### config.mk
export PLATFORM = sky130hd
export DESIGN_NAME = vhc_parser
export DESIGN_NICKNAME = d
export VERILOG_FILES = /design/src/rtl/core/vhc_pkg.sv /design/src/rtl/core/vhc_parser.sv
export SDC_FILE = /design/constraint.sdc
export NUM_CORES = 1
export LEC_CHECK = 0
export ABC_AREA = 1
export BUFFER_PORTS_ARGS = -buffer_cell sky130_fd_sc_hd__buf_2
export CORE_AREA = 2 2 68 70
export CTS_CLUSTER_DIAMETER = 200
export DETAILED_ROUTE_END_ITERATION = 10
export DIE_AREA = 0 0 70 72
export PLACE_DENSITY = 0.79
export SETUP_SLACK_MARGIN = 0.02
export SYNTH_ARGS = -nofsm -noshare
export SYNTH_HDL_FRONTEND = slang
export SYNTH_SLANG_ARGS = --single-unit
export TNS_END_PERCENT = 20
### constraint.sdc
create_clock -name clk -period 3.4 [get_ports clk]
set_clock_uncertainty 0.05 [all_clocks]
set_input_delay 0.51 -clock clk [delete_from_list [all_inputs] [get_ports clk]]
set_output_delay 0.51 -clock clk [all_outputs]
set_load 0.005 [all_outputs]
### src/rtl/core/vhc_pkg.sv
`timescale 1ns / 1ps
package vhc_pkg;

	// Parser phases
	localparam logic [3:0] PH_START   = 4'd0;
	localparam logic [3:0] PH_A_SP0   = 4'd1;
	localparam logic [3:0] PH_A_TOK   = 4'd2;
	localparam logic [3:0] PH_A_TXT   = 4'd3;
	localparam logic [3:0] PH_A_ONE   = 4'd4;
	localparam logic [3:0] PH_A_SEV   = 4'd5;
	localparam logic [3:0] PH_A_NL    = 4'd6;
	localparam logic [3:0] PH_A_END   = 4'd7;
	localparam logic [3:0] PH_B_SP0   = 4'd8;
	localparam logic [3:0] PH_B_TOK   = 4'd9;
	localparam logic [3:0] PH_B_DIG   = 4'd10;
	localparam logic [3:0] PH_B_TAIL  = 4'd11;
	localparam logic [3:0] PH_B_END   = 4'd12;

	// Characters
	localparam logic [7:0] CH_SP = 8'h20;
	localparam logic [7:0] CH_NL = 8'h0A;
	localparam logic [7:0] CH_0  = 8'h30;
	localparam logic [7:0] CH_1  = 8'h31;
	localparam logic [7:0] CH_7  = 8'h37;
	localparam logic [7:0] CH_9  = 8'h39;
	localparam logic [7:0] CH_A  = 8'h41;
	localparam logic [7:0] CH_Z  = 8'h5A;

	localparam logic [2:0]  GROUPS    = 3'd4;
	localparam logic [15:0] MIN_LEN_A = 16'd6;
	localparam logic [15:0] MIN_LEN_B = 16'd11;
	localparam logic [1:0]  FS_LAST   = 2'd3;
	localparam logic [2:0]  FS_DET    = 3'd4;

	// Verdict codes
	localparam logic [2:0] VERD_PEND  = 3'd0;
	localparam logic [2:0] VERD_ADV   = 3'd1;
	localparam logic [2:0] VERD_HS    = 3'd2;
	localparam logic [2:0] VERD_CACHE = 3'd3;
	localparam logic [2:0] VERD_EXCL  = 3'd4;

	localparam int STAMP_W = 40;
	localparam int KEY_W   = 80;

	typedef logic [KEY_W-1:0] key_t;

	typedef struct packed {
		logic                valid;
		logic [STAMP_W-1:0]  stamp;
		key_t                key;
	} cache_word_t;

	typedef struct packed {
		logic start;
		logic take;
		key_t key1;
		key_t key2;
	} cache_req_t;

	typedef struct packed {
		logic ready;
		logic done;
		logic hit;
	} cache_rsp_t;

	typedef struct packed {
		logic pass;
	} parse_res_t;

endpackage

### src/rtl/core/vhc_parser.sv
`timescale 1ns / 1ps
module vhc_parser (
	input  logic              clk,
	input  logic              arst_n,
	input  logic              step,
	input  logic [7:0]        data_byte,
	input  logic              first_byte,
	input  logic              last_byte,
	input  logic [1:0]        flow_state_in,
	output vhc_pkg::parse_res_t res
);
	import vhc_pkg::*;

	logic [3:0]  phase_q;
	logic [15:0] cnt_q;
	logic [2:0]  groups_q;
	logic        seen_q;
	logic        fail_q;

	logic [3:0]  ph, next, ph_n;
	logic [15:0] cnt, cnt_n;
	logic [2:0]  gl, gl_n;
	logic        seen, seen_n, fail, fail_n, bad;
	logic        gram_a, gram_b;

	// Byte grammar step; a first-marked byte starts from a clean parser
	always_comb begin
		ph     = first_byte ? PH_START : phase_q;
		cnt    = first_byte ? 16'd0 : cnt_q;
		gl     = first_byte ? GROUPS : groups_q;
		seen   = first_byte ? 1'b0 : seen_q;
		fail   = first_byte ? 1'b0 : fail_q;
		cnt_n  = (cnt != 16'hFFFF) ? cnt + 16'd1 : cnt;
		next   = ph;
		bad    = 1'b0;
		gl_n   = gl;
		seen_n = seen;
		if (!fail) begin
			case (ph)
				PH_START: begin
					if (flow_state_in < 2'd2) begin
						if (data_byte == CH_0) next = PH_A_SP0; else bad = 1'b1;
					end else begin
						if (data_byte == CH_1) next = PH_B_SP0; else bad = 1'b1;
					end
				end
				PH_A_SP0: if (data_byte == CH_SP) next = PH_A_TOK; else bad = 1'b1;
				PH_A_TOK: if (data_byte != CH_SP) next = PH_A_TXT; else bad = 1'b1;
				PH_A_TXT: if (data_byte == CH_SP) next = PH_A_ONE;
				PH_A_ONE: if (data_byte == CH_1) next = PH_A_SEV; else bad = 1'b1;
				PH_A_SEV: if (data_byte == CH_7) next = PH_A_NL; else bad = 1'b1;
				PH_A_NL: begin
					if (data_byte == CH_NL) begin
						next   = PH_A_END;
						seen_n = 1'b1;
					end else bad = 1'b1;
				end
				PH_A_END: bad = 1'b1;
				PH_B_SP0: if (data_byte == CH_SP) next = PH_B_TOK; else bad = 1'b1;
				PH_B_TOK: if (data_byte != CH_SP) next = PH_B_DIG; else bad = 1'b1;
				PH_B_DIG: begin
					if (data_byte == CH_SP) begin
						if (gl <= 3'd1) begin
							gl_n = 3'd0;
							next = PH_B_TAIL;
						end else gl_n = gl - 3'd1;
					end else if (!(data_byte inside {[CH_0:CH_9]})) bad = 1'b1;
				end
				PH_B_TAIL: begin
					if (data_byte == CH_NL) begin
						next   = PH_B_END;
						seen_n = 1'b1;
					end else if (!(data_byte inside {[CH_0:CH_9], [CH_A:CH_Z]})) bad = 1'b1;
				end
				PH_B_END: ;
				default: bad = 1'b1;
			endcase
		end
		fail_n = fail | bad;
		ph_n   = bad ? ph : next;
		gram_a = ph_n inside {[PH_A_SP0:PH_A_END]};
		gram_b = ph_n inside {[PH_B_SP0:PH_B_END]};
		if (gram_a)
			res.pass = !fail_n && seen_n && (flow_state_in < 2'd2) && (cnt_n > MIN_LEN_A);
		else if (gram_b)
			res.pass = !fail_n && seen_n && (flow_state_in >= 2'd2) && (cnt_n > MIN_LEN_B);
		else
			res.pass = 1'b0;
	end

	// Parser state; restarts after a last-marked byte
	always_ff @(posedge clk or negedge arst_n) begin
		if (!arst_n) begin
			phase_q  <= PH_START;
			cnt_q    <= '0;
			groups_q <= GROUPS;
			seen_q   <= 1'b0;
			fail_q   <= 1'b0;
		end else if (step) begin
			if (last_byte) begin
				phase_q  <= PH_START;
				cnt_q    <= '0;
				groups_q <= GROUPS;
				seen_q   <= 1'b0;
				fail_q   <= 1'b0;
			end else begin
				phase_q  <= ph_n;
				cnt_q    <= cnt_n;
				groups_q <= gl_n;
				seen_q   <= seen_n;
				fail_q   <= fail_n;
			end
		end
	end
endmodule

Word level (Yosys, flattened, before mapping)
Index checks and enable logic that the tools add are counted.
{"block": "classes", "n_addsub": 2, "magnitude_cmp": 13, "eq_ne": 18, "muxes": 50, "n_bitwise": 1, "n_reduce_logical": 16}
{"operator": "two-way mux 4 bit", "count": 18}
{"operator": "two-way mux 16 bit", "count": 3}
{"operator": "case mux 4 bit (11 select lines)", "count": 1}
{"operator": "== test 8 x 6 -> 1 bit (second input constant)", "count": 4}
{"operator": "two-way mux 1 bit", "count": 21}
{"operator": "== test 4 bit (second input constant)", "count": 5}
{"operator": "two-way mux 3 bit", "count": 6}
{"operator": "adder 16 x 1 -> 16 bit (second input constant)", "count": 1}
{"operator": "greater-than comparator 16 x 3 -> 1 bit (second input constant)", "count": 1}
{"operator": "greater-than comparator 16 x 4 -> 1 bit (second input constant)", "count": 1}
{"operator": "!= test 16 bit (second input constant)", "count": 1}
{"operator": "== test 4 x 3 -> 1 bit (second input constant)", "count": 3}
{"operator": "logical AND 1 bit", "count": 9}
{"operator": "case mux 1 bit (9 select lines)", "count": 1}
{"operator": "== test 4 x 2 -> 1 bit (second input constant)", "count": 2}
{"operator": "== test 8 x 4 -> 1 bit (second input constant)", "count": 1}
{"operator": "greater-or-equal comparator 8 x 6 -> 1 bit (second input constant)", "count": 1}
{"operator": "greater-or-equal comparator 8 x 7 -> 1 bit (second input constant)", "count": 1}
{"operator": "<= comparator 8 x 6 -> 1 bit (second input constant)", "count": 1}
{"operator": "<= comparator 8 x 7 -> 1 bit (second input constant)", "count": 1}
{"operator": "!= test 8 x 6 -> 1 bit (second input constant)", "count": 1}
{"operator": "OR reduction 2 bit", "count": 4}
{"operator": "== test 4 x 1 -> 1 bit (second input constant)", "count": 1}
{"operator": "greater-or-equal comparator 4 x 1 -> 1 bit (second input constant)", "count": 1}
{"operator": "11 further kinds", "count": 11}
{"block": "word_totals", "ff_bits": 25, "input_bits": 15, "output_inout_bits": 1, "wordCells": 105}

Depth between registers and ports, before layout
{"block": "logic_depth", "word_depth": 14, "ltp_mapped": 18}

Least setup slack after synthesis
No wires, ideal clock.
{"block": "synth_path", "kind": "input -> output", "from": "in first_byte", "to": "out res", "t_arrival_ps": 2165, "setup_slack_ps": 675, "stages": 16, "n_path_buf": 2, "path_cell_list": "buf_6 nor2_1 ha_1 nand4_1 inv_2 nand2_2 inv_2 nand2_4 buf_6 nand2_1 inv_1 nand2_1 nor2_1 nand4_1 nand2_1 nand2_1"}
{"block": "synth_between", "elab_chain_len": 12, "word_cells_on_any_way": 64, "classes_between": "add/sub (1); order compare (7); eq/ne (12); mux (30); bitwise (1); reduce/logical (13)"}
{"element": "start: declaration", "line_no": "vhc_parser.sv:7", "source": "input logic first_byte,"}
{"element": "branches (longest 11 deep; another with adder 16 x 1 -> 16 bit)"}
{"element": "two-way mux 1 bit *", "line_no": "vhc_parser.sv:83", "source": "if (gram_a)"}
{"element": "end: declaration", "line_no": "vhc_parser.sv:10", "source": "output vhc_pkg::parse_res_t res"}
Mark *: on every way between the ends.

Worst setup path after layout
Same ends and word-level chain as after synthesis.

==> metrics.md <==
| Metric | Value |
|---|---|
| Outcome | finished, final reports clean |
| Clock Tree Buf Depth | 2 |
| First-pass DRT Iterations | 5 |
| Min-Delay Path Class | in2async |
| Clk root buf | clkbuf_8 |
| Crit. End Element | output port |
| Yosys warnings | 0 |
| Max incr delay on CP | 0.27 ns |
| DR iter-0 viols | 285 |
| TritonCTS Buffers | 3 |
| IO Port Bufs | 14 |
| H-tree depth | 1 |
| Power per cell area | 227 nW/um2 |
| Tcrit/Tclk final | 93.1% |
| Clock Latency Late Sink | 0.28 ns |
| RSZ-0062 raised after global routing | false |
| Final hold violations | 0 |
| Util after Layout | 64.3% |
| Core Region | 4260 um2 |
| Die Width | 70 um |
| Clock slew at reported path FFs | 0.10 ns |
| Worst slew pin tran | 0.575 ns |
| Leakage | 1.41 nW |
| Unique masters post-synth | 33 |
| Yosys reg bits | 25 |
| Mapped Area | 2570 um2 |
| Crit path max-delay family | simple AND/OR/NAND/NOR gates |
| Layout Area Growth over Synthesis | 6.92% |
| Final Net Count | 477 |
| Final GP Congestion | 0.932 |
| Post-DP HPWL | 5.21 mm |
| Post-CTS setup buffer count | 0 |
| WP buf/inv | 3 |
| Maxcap violations | 0 |
| GRT Util Overall | 28.2% |
| Crit-path cells | clkbuf_4, nor2_2, ha_2, nand4_1, buf_4, nor3_1, o21ai_2, nor3_1, nand4_1, nand2_1, nand2_1, buf_2 |
| Die height | 72 um |
| Via/cell ratio | 5.61 |
| Row cnt | 24 |
| Initial antenna violation count | 0 |
| Share of post-route cells with drive strength above 1 | 13.1% |
| Critical path's slowest cell | ha_2 |
| Critical path type | in2out |
| Pin count of the biggest net entering global routing | 26 |
| CTS tree | yes |
| Overall power | 0.622 mW |
| Register area share after synthesis | 24.4% |
| Full die area | 5040 um2 |
| DRC | 0 |
| Setup tns final | 0 ns |
| Vias in the first global route | 2,637 |
| CTS sink count | 25 |
| Tmin final | 3.17 ns |
| Syn avg cell area | 5.78 um2 |
| Initial core utilization | 60.2% |
| Required @ worst endpoint | 2.84 ns |
| Worst Path Max Fanout | 6 |
| Critical Path AT | 2.61 ns |
| Max VDD drop | 0.164 mV |
| Final wirelength | 6.89 mm |
| Max frequency | 0.316 GHz |
| Rel. slew slack | 61.7% |
| Ports | 16 |
| Post-Syn Nets | 462 |
| Mapped Cells | 444 |
| Antenna cells | 0 |
| Final ANT Viol Nets | 0 |
| DR vias | 2,859 |
| First-pass GRT wire length | 11.7 mm |
| Fill count | 439 |
| Setup violators final | 0 |
| CTS Hold Bufs | 0 |
| Slew Limit Fails | 0 |
| Grt ovf | 0 |
| Drt wl/cell | 13.5 um |
| Crit path launch type | input pin |
## layer usage
layer	global-route usage, %	wire length (um)
met4	4.91	55
met5	0	0
met2	44.8	3040
met1	41.7	3280
met3	4.17	507
## cell usage after synthesis (all sizes together)
master / n / area share [%]
a21boi: 1 / 0.29
a21oi: 6 / 1.2
a22o: 1 / 0.34
buf: 6 / 2.1
clkbuf: 4 / 0.58
dfrtp: 24 / 23
dfstp: 1 / 1.0
ha: 3 / 1.5
inv: 68 / 10
nand2: 131 / 20
nand3: 39 / 8.4
nand4: 12 / 2.9
nor2: 86 / 14
nor3: 4 / 0.78
o211ai: 4 / 1.2
o21a: 1 / 0.29
o21ai: 39 / 7.8
o21bai: 1 / 0.29
o22ai: 9 / 2.2
xnor2: 2 / 0.68
xor2: 2 / 0.68
## logic make-up (layout without fill, tap and decap cells)
kind of cell / count (synthesis) / in the layout / synth area share [%]
buffers and inverters: 78 / 92 / 13.0
and+or+nand+nor: 272 / 272 / 46.3
adders and majority gates: 3 / 3 / 1.46
DFF: 25 / 25 / 24.4
AOI/OAI and AO/OA: 62 / 62 / 13.5
xor gates and xnor gates: 4 / 4 / 1.37
## report_power, final
| part | total [mW] | leakage, nW | internal [mW] | switching [mW] |
|---|---|---|---|---|
| clock | 0.188 | 0.0217 | 0.0833 | 0.105 |
| sequential | 0.314 | 0.341 | 0.305 | 0.00894 |
| combinational | 0.120 | 1.04 | 0.0356 | 0.0846 |
## final cells by class
class	count	area, um2	share of cell area [%]
clock buffers	3	41.3	1.50
clock inverters	1	7.51	0.274
inverters	68	263	9.58
multi-input cells	341	1620	59.1
flip-flops and latches	25	627	22.8
well taps	52	65.1	2.37
repair buffers	20	118	4.29
## cells in the final DEF (no fill, tap or decap), drive strengths merged
cell type  netlist  routed
xnor2            2       2
nand3           39      39
nor3             4       4
o22ai            9       9
o21bai           1       1
o21ai           39      39
clkbuf           4       4
buf              6      19
nand2          131     131
dfrtp           24      24
o21a             1       1
inv             68      68
nand4           12      12
a21oi            6       6
o211ai           4       4
dfstp            1       1
xor2             2       2
clkinvlp         0       1
ha               3       3
a21boi           1       1
nor2            86      86
a22o             1       1
## state kept, by name, indices dropped and copies added, names as in the netlist
| register | flops |
|---|---|
| phase_q | 4 |
| fail_q | 1 |
| seen_q | 1 |
| cnt_q | 16 |
| groups_q | 3 |
## worst paths after layout
check                              end  slack [ns]         from  depth (start not counted)
setup / recovery                   res        0.23   first_byte                         12
hold / removal               cnt_q[11]        0.17       arst_n                          1
setup reg to reg              cnt_q[1]        1.38     cnt_q[0]                         10
hold reg to reg            groups_q[2]        0.46  groups_q[2]                          2
max in group asynchronous     cnt_q[4]        2.76       arst_n                          1
min in group clk           groups_q[2]        0.46  groups_q[2]                          2
## what timing repair did
item                       CTS  global route
hold endpoints to repair     0             0
gates resized for setup      0             5
setup endpoints to repair    0             1
## per-stage QoR
stage	hold WS [ns]	std cells	setup WS [ns]	instance area [um2]
after floorplan	0.164	444	0.675	2570
after global placement	0.417	506	0.243	2680
after detailed placement	0.436	506	0.165	2680
after CTS	0.179	510	0.164	2730
after global routing	0.206	510	0.0296	2740
final	0.167	510	0.234	2740
No activity file was read; power rests on OpenSTA's default activity.
